### src/lac_pkg.sv
// Shared types and constants for the layer alpha compositor.
package lac_pkg;

	// Default channel precision in bits
	localparam int LAC_CHANNEL_BITS = 8;

	// Number of result beats the output buffer holds
	localparam int LAC_OUT_DEPTH = 8;

	// Control bits that travel with a layer sample down the pipeline
	typedef struct packed {
		logic valid;
		logic last;
	} lac_ctl_t;

	// One composited output pixel
	typedef struct packed {
		logic [7:0] red;
		logic [7:0] green;
		logic [7:0] blue;
	} lac_pix_t;

endpackage

### src/lac_cover.sv
// Coverage stage: tracks remaining coverage and picks the weight of each layer.
module lac_cover #(
	parameter int CB = 8
) (
	input  logic              clk,
	input  logic              arst_n,
	input  logic              accept,
	input  logic [7:0]        layer_red,
	input  logic [7:0]        layer_green,
	input  logic [7:0]        layer_blue,
	input  logic [7:0]        layer_alpha,
	input  logic              layer_present,
	input  logic              last_layer,
	output lac_pkg::lac_ctl_t ctl_s1,
	output logic [CB-1:0]     cov_s1,
	output logic [CB-1:0]     red_s1,
	output logic [CB-1:0]     green_s1,
	output logic [CB-1:0]     blue_s1
);
	import lac_pkg::*;

	localparam logic [CB-1:0] CMAX = '1;

	logic [CB-1:0] cov_q;
	logic [CB-1:0] alpha_eff;
	logic [CB-1:0] cov_min;
	logic [CB-1:0] cov_use;

	// Force the background opaque, clamp to what is left, drop absent layers
	always_comb begin
		alpha_eff = last_layer ? CMAX : CB'(layer_alpha);
		cov_min   = (cov_q < alpha_eff) ? cov_q : alpha_eff;
		cov_use   = layer_present ? cov_min : '0;
	end

	// Advance remaining coverage; refill it when the pixel ends
	always_ff @(posedge clk or negedge arst_n) begin
		if (!arst_n) begin
			cov_q  <= CMAX;
			ctl_s1 <= '0;
		end else begin
			ctl_s1.valid <= accept;
			ctl_s1.last  <= last_layer;
			if (accept) begin
				cov_q <= last_layer ? CMAX : (cov_q - cov_use);
			end
		end
	end

	// Hold the layer weight and channels for the lanes
	always_ff @(posedge clk) begin
		if (accept) begin
			cov_s1   <= cov_use;
			red_s1   <= CB'(layer_red);
			green_s1 <= CB'(layer_green);
			blue_s1  <= CB'(layer_blue);
		end
	end

endmodule

### src/lac_lane.sv
// Channel lane: weights one channel, scales by 1/CMAX and accumulates the pixel sum.
module lac_lane #(
	parameter int CB = 8
) (
	input  logic              clk,
	input  logic              arst_n,
	input  lac_pkg::lac_ctl_t ctl_s1,
	input  logic [CB-1:0]     cov_s1,
	input  logic [CB-1:0]     ch_s1,
	output lac_pkg::lac_ctl_t ctl_s3,
	output logic [CB-1:0]     res
);
	import lac_pkg::*;

	localparam int            PW   = 2 * CB;
	localparam logic [CB-1:0] CMAX = '1;

	lac_ctl_t      ctl_s2;
	logic [PW-1:0] prod_s2;
	logic [PW:0]   quot_w;
	logic [CB-1:0] quot_s3;
	logic [CB:0]   sum_w;
	logic [CB-1:0] sum_q;

	// Weight the channel by the layer coverage
	always_ff @(posedge clk) begin
		prod_s2 <= PW'(cov_s1) * PW'(ch_s1);
	end

	// Divide by 2^CB-1: exact for products up to CMAX squared
	always_comb begin
		quot_w = (PW + 1)'(prod_s2) + (PW + 1)'(prod_s2 >> CB) + (PW + 1)'(1);
	end

	always_ff @(posedge clk) begin
		quot_s3 <= quot_w[PW-1:CB];
	end

	// Advance the control bits alongside the data
	always_ff @(posedge clk or negedge arst_n) begin
		if (!arst_n) begin
			ctl_s2 <= '0;
			ctl_s3 <= '0;
		end else begin
			ctl_s2 <= ctl_s1;
			ctl_s3 <= ctl_s2;
		end
	end

	// Add to the running sum, saturating at CMAX
	always_comb begin
		sum_w = {1'b0, sum_q} + {1'b0, quot_s3};
		res   = (sum_w > {1'b0, CMAX}) ? CMAX : sum_w[CB-1:0];
	end

	// Keep the sum; clear it when the background ends the pixel
	always_ff @(posedge clk or negedge arst_n) begin
		if (!arst_n) begin
			sum_q <= '0;
		end else if (ctl_s3.valid) begin
			sum_q <= ctl_s3.last ? '0 : res;
		end
	end

endmodule

### src/lac_out.sv
// Merge stage: joins the lane results into pixel beats and buffers them for the receiver.
module lac_out #(
	parameter int DEPTH = 8
) (
	input  logic              clk,
	input  logic              arst_n,
	input  logic              reserve,
	input  logic              wr_en,
	input  lac_pkg::lac_pix_t wr_pix,
	input  logic              out_stall,
	output logic              full,
	output logic              out_valid,
	output lac_pkg::lac_pix_t out_pix
);
	import lac_pkg::*;

	localparam int AW = $clog2(DEPTH);

	lac_pix_t     buf_q [DEPTH];
	logic [AW:0]  wr_ptr_q;
	logic [AW:0]  rd_ptr_q;
	logic [AW:0]  occ_q;
	logic         pop;

	assign out_valid = (wr_ptr_q != rd_ptr_q);
	assign out_pix   = buf_q[rd_ptr_q[AW-1:0]];
	assign pop       = out_valid && !out_stall;
	assign full      = (occ_q == (AW + 1)'(DEPTH));

	// Store a finished pixel
	always_ff @(posedge clk) begin
		if (wr_en) begin
			buf_q[wr_ptr_q[AW-1:0]] <= wr_pix;
		end
	end

	// Advance pointers; count slots reserved by pixels still in flight or buffered
	always_ff @(posedge clk or negedge arst_n) begin
		if (!arst_n) begin
			wr_ptr_q <= '0;
			rd_ptr_q <= '0;
			occ_q    <= '0;
		end else begin
			if (wr_en) begin
				wr_ptr_q <= wr_ptr_q + (AW + 1)'(1);
			end
			if (pop) begin
				rd_ptr_q <= rd_ptr_q + (AW + 1)'(1);
			end
			unique case ({reserve, pop})
				2'b10:   occ_q <= occ_q + (AW + 1)'(1);
				2'b01:   occ_q <= occ_q - (AW + 1)'(1);
				default: occ_q <= occ_q;
			endcase
		end
	end

endmodule

### src/layer_alpha_compositor.sv
// Top level of the layer alpha compositor: coverage stage, three channel lanes, output buffer.
//
// Usage: layers of one output pixel stream in front first, one RGBA sample per
// beat on the input channel (in_valid/in_stall); the beat with last_layer high
// is the background, whose alpha is taken as opaque, and it closes the pixel.
// Absent layers (layer_present low) add nothing, and once coverage is used up
// later layers of that pixel add nothing either.
// Each closed pixel leaves as one beat on the output channel (out_valid/out_stall)
// carrying pixel_red, pixel_green and pixel_blue.
// Throughput: one layer beat per cycle while in_stall is low, with no gaps between pixels.
// After its background beat is accepted, a pixel passes the coverage stage,
// multiply, divide by 2^CHANNEL_BITS-1 and accumulate before it can be taken.
// The output buffer holds LAC_OUT_DEPTH pixels; in_stall rises when that many
// pixels are buffered or in flight, so a stalled receiver throttles the input
// only once every buffer slot is spoken for. out_valid never waits on out_stall.
// Reset clears the pipeline and the buffer, and starts a fresh pixel with full
// coverage and zero sums.
module layer_alpha_compositor #(
	parameter int CHANNEL_BITS = lac_pkg::LAC_CHANNEL_BITS
) (
	input  logic       clk,
	input  logic       arst_n,
	input  logic       in_valid,
	output logic       in_stall,
	input  logic [7:0] layer_red,
	input  logic [7:0] layer_green,
	input  logic [7:0] layer_blue,
	input  logic [7:0] layer_alpha,
	input  logic       layer_present,
	input  logic       last_layer,
	output logic       out_valid,
	input  logic       out_stall,
	output logic [7:0] pixel_red,
	output logic [7:0] pixel_green,
	output logic [7:0] pixel_blue
);
	import lac_pkg::*;

	localparam int CB = CHANNEL_BITS;

	logic          accept;
	logic          full;
	lac_ctl_t      ctl_s1;
	lac_ctl_t      ctl_s3;
	logic [CB-1:0] cov_s1;
	logic [CB-1:0] red_s1;
	logic [CB-1:0] green_s1;
	logic [CB-1:0] blue_s1;
	logic [CB-1:0] red_res;
	logic [CB-1:0] green_res;
	logic [CB-1:0] blue_res;
	lac_pix_t      wr_pix;
	lac_pix_t      out_pix;

	// Take a beat unless every buffer slot is spoken for
	assign in_stall = full;
	assign accept   = in_valid && !in_stall;

	lac_cover #(
		.CB (CB)
	) u_cover (
		.clk           (clk),
		.arst_n        (arst_n),
		.accept        (accept),
		.layer_red     (layer_red),
		.layer_green   (layer_green),
		.layer_blue    (layer_blue),
		.layer_alpha   (layer_alpha),
		.layer_present (layer_present),
		.last_layer    (last_layer),
		.ctl_s1        (ctl_s1),
		.cov_s1        (cov_s1),
		.red_s1        (red_s1),
		.green_s1      (green_s1),
		.blue_s1       (blue_s1)
	);

	lac_lane #(
		.CB (CB)
	) u_lane_red (
		.clk    (clk),
		.arst_n (arst_n),
		.ctl_s1 (ctl_s1),
		.cov_s1 (cov_s1),
		.ch_s1  (red_s1),
		.ctl_s3 (ctl_s3),
		.res    (red_res)
	);

	lac_lane #(
		.CB (CB)
	) u_lane_green (
		.clk    (clk),
		.arst_n (arst_n),
		.ctl_s1 (ctl_s1),
		.cov_s1 (cov_s1),
		.ch_s1  (green_s1),
		.ctl_s3 (),
		.res    (green_res)
	);

	lac_lane #(
		.CB (CB)
	) u_lane_blue (
		.clk    (clk),
		.arst_n (arst_n),
		.ctl_s1 (ctl_s1),
		.cov_s1 (cov_s1),
		.ch_s1  (blue_s1),
		.ctl_s3 (),
		.res    (blue_res)
	);

	// Merge the three lane sums into one 8-bit pixel
	always_comb begin
		wr_pix.red   = 8'(red_res);
		wr_pix.green = 8'(green_res);
		wr_pix.blue  = 8'(blue_res);
	end

	lac_out #(
		.DEPTH (LAC_OUT_DEPTH)
	) u_out (
		.clk       (clk),
		.arst_n    (arst_n),
		.reserve   (accept && last_layer),
		.wr_en     (ctl_s3.valid && ctl_s3.last),
		.wr_pix    (wr_pix),
		.out_stall (out_stall),
		.full      (full),
		.out_valid (out_valid),
		.out_pix   (out_pix)
	);

	assign pixel_red   = out_pix.red;
	assign pixel_green = out_pix.green;
	assign pixel_blue  = out_pix.blue;

endmodule

### config.mk
export PLATFORM = sky130hd
export DESIGN_NAME = layer_alpha_compositor
export DESIGN_NICKNAME = d
export VERILOG_FILES = /design/src/lac_pkg.sv /design/src/lac_cover.sv /design/src/lac_lane.sv /design/src/lac_out.sv /design/src/layer_alpha_compositor.sv
export SDC_FILE = /design/constraint.sdc
export NUM_CORES = 1
export LEC_CHECK = 0
export ABC_AREA = 1
export BUFFER_PORTS_ARGS = -buffer_cell sky130_fd_sc_hd__buf_2
export CAP_MARGIN = 10
export CORE_MARGIN = 10
export CORE_UTILIZATION = 45
export CTS_CLUSTER_DIAMETER = 60
export DETAILED_ROUTE_END_ITERATION = 10
export GPL_ROUTABILITY_DRIVEN = 1
export PLACE_DENSITY = 0.64
export SYNTH_ARGS = -nofsm -noshare
export SYNTH_HDL_FRONTEND = slang
export SYNTH_SLANG_ARGS = --single-unit
### constraint.sdc
create_clock -name clk -period 5.2 [get_ports clk]
set_input_delay 0.26 -clock clk [delete_from_list [all_inputs] [get_ports clk]]
set_output_delay 0.26 -clock clk [all_outputs]
set_load 0.02 [all_outputs]
Word level (Yosys, flattened, before mapping)

Memories as Yosys holds them, arrays and structs flattened.
Cells that the tools add are included.
W data, S select, Z words.

Register bits: 154
RAM bits: 192
Bits of input ports: 38
Output and inout bits: 26
Logic and storage cells: 69
Memories kept: 1

Memory list:

| memory      | depth | width | rd ports | clocked after memory_dff | wr ports | line          | text |
|---|---|---|---|---|---|---|---|
| u_out.buf_q | 8     | 24    | 1        | 0                        | 1        | lac_out.sv:19 | `lac_pix_t buf_q [DEPTH];` |

Add/sub/neg operators: 14
Multipliers: 3
Magnitude comparators: 4
Eq/ne operators: 4
Muxes and demuxes: 13
Reduce and logical (&&, ||, !) cells: 7

Operators with widths:

| operator                | number |
|---|---|
| $mux W8                 | 10 |
| $add A16 B1 Y16 const B | 3 |
| $add A16 B8 Y16         | 3 |
| $mul A8 B8 Y16          | 3 |
| $add A8 B8 Y9           | 3 |
| $gt A9 B8 Y1 const B    | 3 |
| $add A4 B1 Y4 const B   | 3 |
| $lt A8 B8 Y1            | 1 |
| $pmux W4 S2             | 1 |
| $sub A8 B8 Y8           | 1 |
| $eq A4 B4 Y1 const B    | 1 |
| $logic_and A1 B1 Y1     | 4 |
| $ne A4 B4 Y1            | 1 |
| $sub A4 B1 Y4 const B   | 1 |
| $eq A2 B1 Y1 const B    | 1 |
| $eq A2 B2 Y1 const B    | 1 |
| $logic_not A1 Y1        | 2 |
| $mux W1                 | 2 |
| $reduce_bool A2 Y1      | 1 |

Depth between registers and ports, before layout

Depth in word-level cells: 6
Depth in mapped cells: 23
Mapped depth without buffers: 21

Hierarchy

Synthesis repeated with hierarchy kept, for this count alone.

Cells, all modules: 2686
Area total of the unflattened synthesis: 22879.4 um2

Modules (own cells, without submodules):

| module                  | times used | cells an instance | area each (um2) | seq. area each (um2) |
|---|---|---|---|---|
| lac_out                 | 1          | 691               | 8299.2          | 6065.8 |
| lac_lane (u_lane_green) | 1          | 604               | 4196.5          | 780.7 |
| lac_lane (u_lane_red)   | 1          | 611               | 4190.3          | 780.7 |
| lac_lane (u_lane_blue)  | 1          | 607               | 4174.0          | 780.7 |
| lac_cover               | 1          | 166               | 1988.2          | 1221.2 |
| layer_alpha_compositor  | 1          | 7                 | 31.3            | 0.0 |

Worst setup path after synthesis

OpenSTA, ideal clock, no wires.

Path type: flip-flop to flip-flop
Start point: register u_cover.cov_s1[0]
End point: register u_lane_blue.prod_s2[14]
Setup time: 72 ps
Data arrival time: 4231 ps
Data required time: 5128 ps
Setup slack: 897 ps
Cell stages (with the launch flop): 19
Buffers on the path: 1
Period minus slack after synthesis: 4303 ps
Cells stage by stage: edfxtp_1 clkbuf_1 nand2_1 fa_1 fa_1 inv_1 fa_1 inv_1 fa_1 inv_1 ha_1 a21oi_1 o21ai_0 a21oi_1 o21ai_1 nand2_1 nand2_1 a21oi_1 xnor2_1

Word-level cells in the longest chain between the ends: 1

Ends and longest elaborated chain:

| element                  | line            | text |
|---|---|---|
| start: declaration       | lac_cover.sv:15 | `output logic [CB-1:0] cov_s1,` |
| start signal: assignment | lac_cover.sv:53 | `cov_s1 <= cov_use;` |
| $mul A8 B8 Y16           | lac_lane.sv:27  | `prod_s2 <= PW'(cov_s1) * PW'(ch_s1);` |
| end signal: assignment   | lac_lane.sv:27  |  |
| end: declaration         | lac_lane.sv:19  | `logic [PW-1:0] prod_s2;` |

Every way passes these cells.
A chain may end at the register's enable or synchronous reset.

Worst setup path in the final report

Start point: register u_cover.cov_s1[5]
End point: register u_lane_red.prod_s2[13]

Word-level cells in the longest chain between the ends: 1

Ends and longest elaborated chain:

| element                | line |
|---|---|
| $mul A8 B8 Y16         | lac_lane.sv:27 |
| end signal: assignment | lac_lane.sv:27 |
| end: declaration       | lac_lane.sv:19 |

Every way passes these cells.

==> results by group <==
Logic synthesis
  • Portion of the post-synthesis area used by sequential elements: 45.49%
  • Number of instances in the synthesized netlist: 2,162
  • Cell area after synthesis: 20,730 um2
  • Total number of yosys warnings: 0
  • Count of distinct cell types in the synthesized netlist: 53
  • Number of enable flip-flop cells after synthesis: 224
  • Post-synthesis sequential element count: 346
  • Asr flop ratio synth: 14.45%
  • Most used flip-flop cell after synthesis: edfxtp_1
  • Total nets after synthesis: 2,485
  • Average footprint of a synthesized cell: 9.588 um2

Timing
  • Slew Limit Headroom: 35.60%
  • Final clock period utilization by the worst path: 88.97%
  • Crit path time final: 4.627 ns
  • Count of final setup violators: 0
  • Pin slew with the least headroom to its limit: 0.9637 ns
  • Maximum clock frequency: 216.1 MHz
  • Max-slew violation total from the final report: 0
  • Setup TNS: 0 ns
  • Fin. Hold Viols: 0
  • Clock Skews: 0.02118 ns
  • RSZ-0062 raised after global routing: false

Worst setup path
  • Kind of capture point of the worst setup path: register
  • Worst Path Arrival: 5.08 ns
  • Slowest-stage cell, CP: edfxtp_1
  • Critical Path RT: 5.65 ns
  • Worst Setup Path Type: register to register
  • Most Frequent Cell on Critical Path: fa_1
  • Sort of element at the start of the critical path: register
  • Top cell family by delay on the critical path: adder cells
  • CP peak stage delay: 0.96 ns
  • Top fanout value on the critical path: 24
  • Cell-by-cell listing of the critical path: nand2_1, fa_1, fa_1, inv_1, fa_1, inv_1, fa_1, inv_1, ha_1, nand2_1, o21ai_0, nor2_1, o21ai_0, a31oi_1, xnor2_1
  • Count of buffering cells on the critical path with inverters included: 3

Global route
  • Global-route wire length before repair: 71.73 mm
  • Via count of the first global-routing pass: 14,560
  • Antenna violations before repair: 0
  • Maximum number of pins on one net before global-route repair: 85
  • Remaining Overflow, GRT: 0
  • Total Routing Usage GR: 15.57%

Routing
  • Post-detailed-routing wire length: 42.65 mm
  • Count of antenna-violating nets left after detailed routing: 0
  • Total number of vias: 14,230
  • Ratio of routed vias to standard cells: 4.995
  • Iteration count of the initial detailed-routing pass: 5
  • Violation count after the first detailed-routing iteration: 832
  • Number of DRC violations after detailed routing: 0
  • Routed wire per std cell: 14.97 um

Layout
  • Area growth syn-to-layout: 11.02%
  • Layout cell share with drive strength beyond 1: 8.315%
  • Antenna diodes: 0
  • Fillers: 4,133
  • Count of placed standard cells in the final layout, fillers left out: 2,849
  • Net count reported at finish: 2,545

Die
  • Starting density of the core: 45.58%
  • Die boundary width: 234.6 um
  • Die span in y: 234.6 um
  • Std-Cell Rows: 78
  • Floorplan die area: 55,050 um2
  • Number of primary I/O pins: 64
  • Placeable core region: 45,480 um2

Outcome
  • Run status: completed

Clocking
  • Count of instances resized after the clock tree is built: 0
  • Buffers from clock root to sink, at most: 3
  • Clock insertion delay at the later pin of the skew report: 0.56 ns
  • CTS buffer count: 36
  • Clock edge transition at the registers on the reported setup and hold paths: 0.06 ns
  • CTS root buf: clkbuf_16
  • Sinks on the clock net: 346
  • # H-tree levels: 2
  • CTS tree: built

Placement
  • Estimated wirelength of the detail-placed design: 29.64 mm
  • Number of buffer cells added on primary ports: 63
  • Placed insts: 2,758
  • GPL Wtd Cong: 0.8540

Flow run
  • Max-cap check violation count: 0

Worst hold path
  • Kind of path behind the tightest hold check: input port to register
[path summary, 6_finish.rpt]
path | slack [ns] | startpoint | end | cells after the start
worst max-delay path | 0.57 | u_cover.cov_s1[5] | u_lane_red.prod_s2[13] | 15
worst max register to register | 0.57 | u_cover.cov_s1[5] | u_lane_red.prod_s2[13] | 15
min in group asynchronous | 0.38 | arst_n | u_lane_red.sum_q[7] | 3
worst min register to register | 0.34 | u_cover.ctl_s1[1] | u_lane_blue.ctl_s2[1] | 0
max in group asynchronous | 4.20 | arst_n | u_out.rd_ptr_q[0] | 3
worst min-delay path | 0.07 | out_stall | u_out.rd_ptr_q[0] | 4
[state kept, by name, summed over array words and instances (netlist names), 16 cells and up]
register,flops
u_lane_blue.prod_s2,16
u_lane_green.prod_s2,16
u_lane_red.prod_s2,16
u_out.buf_q,192
[layout by cell type, fill, tap and decap left out, drive strengths merged, types with 2 or more instances in the layout]
cell type    netlist  final
o21ai            135    135
xor2              39     39
o21a               2      2
and3               2      2
inv              384    388
dfstp              8      8
a31oi             28     28
a21o               3      3
dfxtp             72     72
a21oi             82     82
o211ai             8      8
buf               20     79
dfrtp             42     42
xnor2             33     33
o2111ai            4      4
ha               172    172
edfxtp           224    224
nand3b             2      2
dlygate4sd3        0     26
nor2             240    240
o221ai             2      2
nand2            398    398
clkbuf            63     50
nand4             11     11
a211oi             2      2
fa               113    113
o22ai             26     26
nand3             36     36
o21bai             2      2
clkinv             1     10
[what timing repair did]
action	4_1_cts	5_1_grt
endpoints found under the hold margin	67	0
hold buffers	26	0
buffers inserted	0	0
[Yosys cell counts (26+ instances only)]
| library cell | instances | area (um2) |
|---|---|---|
| ha_1 | 172 | 2152 |
| o21ai_0 | 124 | 620.6 |
| nand2_1 | 387 | 1453 |
| xnor2_1 | 32 | 280.3 |
| xor2_1 | 39 | 341.6 |
| nand3_1 | 33 | 165.2 |
| a21oi_1 | 79 | 395.4 |
| fa_1 | 113 | 2262 |
| clkbuf_1 | 50 | 187.7 |
| nor2_1 | 237 | 889.6 |
| a31oi_1 | 28 | 175.2 |
| edfxtp_1 | 224 | 6726 |
| dfrtp_1 | 42 | 1051 |
| inv_1 | 379 | 1423 |
| o22ai_1 | 26 | 162.7 |
| dfxtp_1 | 72 | 1441 |
[stage by stage]
stage / hold slack [ns] / worst slack (ns) / cell area, um2 / util, %
after floorplan: -0.03559 / 0.8973 / 20730 / -
after global routing: 0.08132 / 0.2043 / 23010 / 50.60
final: 0.07067 / 0.5733 / 23010 / 50.60
after CTS: 0.05040 / 0.5739 / 23010 / 50.60
after detailed placement: 0.3401 / 0.5668 / 21630 / 47.55
after global placement: 0.3314 / 0.6230 / 21630 / 47.55
[worst reg2reg max path, delay by kind of cell, from the launching register on]
family,cells,cell delay (ns)
AO/OA/AOI/OAI,3,0.56
adder cells (fa/ha/maj),5,2.37
XOR/XNOR,1,0.14
buffers and inverters,3,0.14
flip-flops,1,0.96
AND/OR/NAND/NOR,3,0.36
[layer usage]
metal	GRT usage [%]	share of wire [%]	vias up
met1	19.19	44	6826
met3	2.565	4.7	69
met2	27.30	49	288
met5	0	0	-
met4	4.932	2.3	0
li1	-	-	7048
[cell families after synthesis]
| logic type | after synthesis | share of synthesized area, % |
|---|---|---|
| xor+xnor | 72 | 3.078 |
| compound gates | 298 | 8.082 |
| simple gates | 693 | 13.36 |
| buf+inv | 468 | 8.703 |
| flops | 346 | 45.49 |
| fa+ha+maj | 285 | 21.29 |
[area by class of cell]
cell class              count  area [um2]  area share [%]
inverters                 385        1449           6.296
clock inverters            15       141.4          0.6144
repair buffers            105       695.7           3.023
well taps                 600       750.7           3.262
multi-input cells        1348        9562           41.55
clock buffers              50       984.7           4.279
flip-flops and latches    346        9430           40.98
Power is not shown: default switching activity piles up to over one toggle a cycle in this logic, so the estimate is an artifact.
